### src/rtl/cic_charge_deposit_3d_macros.svh
// assertion macros for the charge deposition block
`ifndef CIC_CHARGE_DEPOSIT_3D_MACROS_SVH
`define CIC_CHARGE_DEPOSIT_3D_MACROS_SVH

// same-cycle implication under reset
`define CCD_ASSERT_NOW(lbl, ante, cons) \
    lbl: assert property (@(posedge i_clk) disable iff (!i_rst_n) (ante) |-> (cons)) \
        else $error("assertion failed");

// next-cycle implication under reset
`define CCD_ASSERT_NEXT(lbl, ante, cons) \
    lbl: assert property (@(posedge i_clk) disable iff (!i_rst_n) (ante) |=> (cons)) \
        else $error("assertion failed");

`endif

### src/rtl/ccd_pkg.sv
// shared types, constants and helpers for the charge deposition block
`timescale 1ns / 1ps
package ccd_pkg;

    localparam int MAX_NX     = 32;
    localparam int MAX_NY     = 32;
    localparam int MAX_NZ     = 32;
    localparam int GRID_DEPTH = MAX_NX * MAX_NY * MAX_NZ;
    localparam int ADDR_W     = $clog2(GRID_DEPTH);
    localparam int NODE_W     = 5;
    localparam int EXT_W      = 6;
    localparam int POS_W      = 48;
    localparam int INV_W      = 32;
    localparam int ACC_W      = 48;
    localparam int FRAC_W     = 16;
    localparam int WT_W       = 17;
    localparam int CFG_W      = 32;
    localparam int MOD_STEPS  = POS_W;
    localparam int STEP_W     = $clog2(MOD_STEPS);

    typedef enum logic [1:0] {
        ACT_DEPOSIT = 2'd0,
        ACT_READ    = 2'd1,
        ACT_CLEAR   = 2'd2
    } t_action;

    localparam logic [2:0] CFG_MODE  = 3'd0;
    localparam logic [2:0] CFG_NX    = 3'd1;
    localparam logic [2:0] CFG_NY    = 3'd2;
    localparam logic [2:0] CFG_NZ    = 3'd3;
    localparam logic [2:0] CFG_INVX  = 3'd4;
    localparam logic [2:0] CFG_INVY  = 3'd5;
    localparam logic [2:0] CFG_INVZ  = 3'd6;
    localparam logic [2:0] CFG_SCALE = 3'd7;

    typedef struct packed {
        logic              load;
        logic              ax_lo;
        logic              ax_hi;
        logic              ax_sum;
        logic              ax_mod;
        logic              ax_done;
        logic [1:0]        axis;
        logic              cn_m1;
        logic              cn_m2;
        logic              cn_m3;
        logic              cn_m4;
        logic              cn_acc;
        logic [2:0]        corner;
        logic              clr_wr;
        logic [ADDR_W-1:0] clr_addr;
        logic              rd_issue;
        logic              out_load;
    } t_cmd;

    typedef struct packed {
        logic out_free;
    } t_sts;

    function automatic logic [EXT_W-1:0] ext_clamp(input logic [EXT_W-1:0] v, input int maxv);
        logic [EXT_W-1:0] r;
        r = v;
        if (v < EXT_W'(3)) r = EXT_W'(3);
        else if (int'(v) > maxv) r = EXT_W'(maxv);
        return r;
    endfunction

    function automatic logic [ADDR_W-1:0] node_addr(input logic [NODE_W-1:0] x,
                                                    input logic [NODE_W-1:0] y,
                                                    input logic [NODE_W-1:0] z);
        return ADDR_W'(x) + ADDR_W'(MAX_NX) * (ADDR_W'(y) + ADDR_W'(MAX_NY) * ADDR_W'(z));
    endfunction

endpackage

### src/rtl/ccd_ctrl.sv
// sequencer for deposit, read and clear actions
`timescale 1ns / 1ps
`include "cic_charge_deposit_3d_macros.svh"
module ccd_ctrl (
    input  logic          i_clk,
    input  logic          i_rst_n,
    input  logic          i_in_valid,
    output logic          o_in_ready,
    input  logic [1:0]    i_action,
    input  logic          i_alive,
    input  ccd_pkg::t_sts i_sts,
    output ccd_pkg::t_cmd o_cmd
);
    import ccd_pkg::*;

    typedef enum logic [3:0] {
        S_CLEAR, S_IDLE, S_AX_LO, S_AX_HI, S_AX_SUM, S_AX_MOD, S_AX_DONE,
        S_CN_M1, S_CN_M2, S_CN_M3, S_CN_M4, S_CN_ACC, S_RD_ISSUE, S_RD_WAIT, S_RD_OUT
    } t_state;

    t_state              r_state;
    logic [ADDR_W-1:0]   r_clr;
    logic [1:0]          r_axis;
    logic [STEP_W-1:0]   r_step;
    logic [2:0]          r_corner;

    always_ff @(posedge i_clk) begin
        if (!i_rst_n) begin
            r_state  <= S_CLEAR;
            r_clr    <= '0;
            r_axis   <= '0;
            r_step   <= '0;
            r_corner <= '0;
        end else begin
            case (r_state)
                S_CLEAR: begin
                    r_clr <= r_clr + ADDR_W'(1);
                    if (r_clr == ADDR_W'(GRID_DEPTH - 1)) r_state <= S_IDLE;
                end
                S_IDLE: begin
                    if (i_in_valid) begin
                        case (i_action)
                            ACT_DEPOSIT: begin
                                if (i_alive) begin
                                    r_state <= S_AX_LO;
                                    r_axis  <= '0;
                                end
                            end
                            ACT_READ: r_state <= S_RD_ISSUE;
                            ACT_CLEAR: begin
                                r_state <= S_CLEAR;
                                r_clr   <= '0;
                            end
                            default: ;
                        endcase
                    end
                end
                S_AX_LO:  r_state <= S_AX_HI;
                S_AX_HI:  r_state <= S_AX_SUM;
                S_AX_SUM: begin
                    r_state <= S_AX_MOD;
                    r_step  <= '0;
                end
                S_AX_MOD: begin
                    r_step <= r_step + STEP_W'(1);
                    if (r_step == STEP_W'(MOD_STEPS - 1)) r_state <= S_AX_DONE;
                end
                S_AX_DONE: begin
                    if (r_axis == 2'd2) begin
                        r_state  <= S_CN_M1;
                        r_corner <= '0;
                    end else begin
                        r_axis  <= r_axis + 2'd1;
                        r_state <= S_AX_LO;
                    end
                end
                S_CN_M1: r_state <= S_CN_M2;
                S_CN_M2: r_state <= S_CN_M3;
                S_CN_M3: r_state <= S_CN_M4;
                S_CN_M4: r_state <= S_CN_ACC;
                S_CN_ACC: begin
                    if (r_corner == 3'd7) begin
                        r_state <= S_IDLE;
                    end else begin
                        r_corner <= r_corner + 3'd1;
                        r_state  <= S_CN_M1;
                    end
                end
                S_RD_ISSUE: r_state <= S_RD_WAIT;
                S_RD_WAIT:  r_state <= S_RD_OUT;
                S_RD_OUT: begin
                    if (i_sts.out_free) r_state <= S_IDLE;
                end
                default: r_state <= S_IDLE;
            endcase
        end
    end

    assign o_in_ready = (r_state == S_IDLE);

    always_comb begin
        o_cmd          = '0;
        o_cmd.load     = (r_state == S_IDLE) && i_in_valid;
        o_cmd.ax_lo    = (r_state == S_AX_LO);
        o_cmd.ax_hi    = (r_state == S_AX_HI);
        o_cmd.ax_sum   = (r_state == S_AX_SUM);
        o_cmd.ax_mod   = (r_state == S_AX_MOD);
        o_cmd.ax_done  = (r_state == S_AX_DONE);
        o_cmd.axis     = r_axis;
        o_cmd.cn_m1    = (r_state == S_CN_M1);
        o_cmd.cn_m2    = (r_state == S_CN_M2);
        o_cmd.cn_m3    = (r_state == S_CN_M3);
        o_cmd.cn_m4    = (r_state == S_CN_M4);
        o_cmd.cn_acc   = (r_state == S_CN_ACC);
        o_cmd.corner   = r_corner;
        o_cmd.clr_wr   = (r_state == S_CLEAR);
        o_cmd.clr_addr = r_clr;
        o_cmd.rd_issue = (r_state == S_RD_ISSUE);
        o_cmd.out_load = (r_state == S_RD_OUT) && i_sts.out_free;
    end

    `CCD_ASSERT_NOW(a_load_free, o_cmd.out_load, i_sts.out_free)
    `CCD_ASSERT_NEXT(a_clear_end, (r_state == S_CLEAR) && (r_clr == ADDR_W'(GRID_DEPTH - 1)), r_state == S_IDLE)
    `CCD_ASSERT_NEXT(a_corner_start, (r_state == S_AX_DONE) && (r_axis == 2'd2), (r_state == S_CN_M1) && (r_corner == 3'd0))
endmodule

### config.mk
export PLATFORM = sky130hd
export DESIGN_NAME = ccd_ctrl
export DESIGN_NICKNAME = d
export VERILOG_FILES = /design/src/rtl/ccd_pkg.sv /design/src/rtl/ccd_ctrl.sv
export VERILOG_INCLUDE_DIRS = /design/src /design/src/rtl
export SDC_FILE = /design/constraint.sdc
export NUM_CORES = 1
export LEC_CHECK = 0
export ABC_AREA = 1
export BUFFER_PORTS_ARGS = -buffer_cell sky130_fd_sc_hd__buf_2
export CAP_MARGIN = 20
export CORE_MARGIN = 3
export CORE_UTILIZATION = 54
export DETAILED_ROUTE_END_ITERATION = 10
export GPL_TIMING_DRIVEN = 0
export HOLD_SLACK_MARGIN = 0.05
export PLACE_DENSITY_LB_ADDON = 0.3
export RECOVER_POWER = 25
export SYNTH_ARGS = -nofsm -noshare
export SYNTH_HDL_FRONTEND = slang
export SYNTH_SLANG_ARGS = --single-unit
### constraint.sdc
create_clock -name i_clk -period 1.95 [get_ports i_clk]
set_input_delay 0.195 -clock i_clk [delete_from_list [all_inputs] [get_ports i_clk]]
set_output_delay 0.195 -clock i_clk [all_outputs]
set_load 0.02 [all_outputs]
==> flow_summary.ini <==
[layout]
stdcell_area_um2 = 2240
final_cells = 401
fin_util_pct = 66.1
fill_cells = 338
final_nets = 369
diodes = 0
syn2layout_area_growth_pct = 16.7
drive_above_1_share_pct = 14.9

[synthesis]
synth_top_family_by_area = simple AND/OR/NAND/NOR gates
synthTopCellsByArea = dfxtp_1 (31%), nand2_1 (16%), nor2_1 (11%), inv_1 (8.0%), ha_1 (5.2%)
yosysSeqAreaShare_pct = 31.3
synth.distinct_cells = 30
yosysTopAreaCellShare_pct = 31.3
yosysWarnings = 0
synth-seq-cells = 30
synth-simple-area-share_pct = 42.4
synth-adder-area-share_pct = 5.21
synth_largest_area_cell = dfxtp_1
synth_compound_area_share_pct = 10.9
syn_area_um2 = 1920
syn_inst = 306
synth-xor-area-share_pct = 0.456
syn_avg_cell_area_um2 = 6.28
muxShareOfSynthArea_pct = 0
synth_fp_nets = 321

[grt]
first_global_vias = 1786
grt_usage_pct = 21.8
grt_max_degree = 11
antenna_found_initial = 0
grt_pass1_wl_mm = 7.49
grt-ovfl-total = 0

[timing]
setup_slack_ps = 202
slew_headroom_pct = 70.3
worst_pin_slew_ps = 443
min_period_ps = 1750
skew_ps = 15.7
rsz0062_at_grt = no
hold_viol_final = 0
maxSlewViolCount = 0
finalSetupViolCount = 0
clock.fmax_mhz = 572
timing.final.crit_share_pct = 89.6
tns_ps = 0
whs_ps = 143

[power_and_ir_drop]
seqPwrFrac_pct = 52.5
p_leak_nw = 1.06
power.density_nw_per_um2 = 529
total_power_mw = 1.19
internal-power_mw = 0.904
irDropWorstVdd_uv = 376
switching_share_pct = 23.9
p_comb_share_pct = 5.0
pwr-share-clk_pct = 42.5
switching_power_mw = 0.283

[drt]
vias = 2002
wl_per_cell_um = 10.7
dr.pass1.iters = 4
detail-route-antenna-nets = 0
wl_mm = 4.30
dr.first_iter.drc_count = 132
viasPerCell = 4.99
route.detailed.drc = 0

[setup_path]
cp-startpoint = r_state[3]
critPathMaxFanout = 6
cp.buffers_inverters = 3
cpLargestDelayFamily = flip-flops
start_kind = flip-flop
endpoint_kind = output pin
path_class = reg2out
required_ps = 1750
slowest_stage = dfxtp_1
crit_chain = inv_2, nor2_2, inv_1, nor2_1, buf_2
reg2reg_from = r_clr[1]
cp_slowest_stage_delay_ps = 570
worstPathArrival_ps = 1550

[clock_tree]
cts.repair.resized = 0
holdBufCountCts = 0
cts.sinks = 30
clock_latency_ps = 350
cts_max_path_buffers = 2
cts_tree = yes
numCtsBuffers = 5
htreeDepth = 2
cts_root_buffer = clkbuf_4
cts.clk_slew.worst_paths_ps = 110
postCtsSetupRepairBufs = 0

[place]
dpl.cell_count = 393
pre_cts_slack_ps = 291
dp_hpwl_mm = 3.42
port-buffer-count = 41
place_congestion = 0.868
postPlaceCellArea_um2 = 2180

[floorplan]
fp.coreArea_um2 = 3390
ios = 42
dieArea_um2 = 4310
rows = 21
dieHeight_um = 65.7
initial_core_util_pct = 56.7
die_w_um = 65.7

[hold_path]
hold_class = in2reg
min-delay-start = i_rst_n

[flow_run]
drv_cap = 0

[status]
outcome = finished, final reports clean
synth_stat cells, drive strengths merged:
library cell  instances
dfxtp                30
o211ai                1
nand3b                1
nor2                 61
clkbuf                1
buf                   2
nor3                  5
o21bai                1
a22oi                 1
o21ai                13
nand2                85
xor2                  1
or2                   1
inv                  45
ha                    8
nor4                  1
a21oi                20
nand3                22
a211oi                1
nand4                 6
cell families (layout without fill, tap and decap cells):
logic type	Yosys count	count (layout)
flip-flops	30	30
adder cells (fa/ha/maj)	8	8
XOR/XNOR	1	1
AO/OA/AOI/OAI	37	37
AND/OR/NAND/NOR	182	182
buffers and inverters	48	97
layer usage:
metal,GRT usage [%],vias up,routed length (um)
li1,-,1063,-
met1,29.9,884,2070
met2,34.0,50,1930
met3,5.13,5,250
met4,5.44,0,46
met5,0,-,0
final cells by class:
class | count | area [um^2] | area share (%)
Inverter | 45 | 169 | 7.53
Buffer | 3 | 18.8 | 0.837
Clock buffer | 5 | 37.5 | 1.67
Clock inverter | 3 | 40.0 | 1.79
Tap cell | 46 | 57.6 | 2.57
Sequential cell | 30 | 601 | 26.8
Multi-Input combinational cell | 228 | 1130 | 50.6
Timing Repair Buffer | 41 | 185 | 8.26
tightest hold or removal path: stages:
cell     delay [ps]
buf_2           120
o21ai_4          90
a21oi_1          50
power groups by stage:
stage               clock (mW)  combinational [mW]  sequential (mW)
global route             0.535              0.0684            0.625
floorplan                    0              0.0329            0.643
CTS                      0.513              0.0610            0.623
detailed placement           0              0.0607            0.637
global placement             0              0.0599            0.637
finish                   0.504              0.0594            0.623
cells in the final DEF (no fill, tap or decap), types with 2 or more instances in the layout:
master    synthesis  final
clkbuf_1          1     17
nand2_1          82     82
nor2_1           54     54
buf_2             0     25
dfxtp_1          30     30
nand3_1          20     20
ha_1              8      8
nor3_1            5      5
nand4_1           6      6
o21ai_0          11     11
clkinv_2          0      2
inv_1            41     41
nor2_4            4      4
a21oi_1          19     19
clkbuf_4          0      5
buf_4             2      2
nand3_2           2      2
nand2_2           2      2
inv_2             4      4
nor2_2            2      2
flip-flops by register name, summed over array words and instances, names as in the netlist:
name / flops
r_state: 4
r_corner: 3
r_clr: 15
r_step: 6
r_axis: 2
worst paths after layout:
kind                 to  slack, ps  cells past startpoint
max           o_cmd[23]        200                      5
min            r_clr[3]        140                      3
max reg2reg  r_state[3]        270                      8
min reg2reg   r_step[5]        450                      1
No activity file was read; power rests on OpenSTA's default activity.
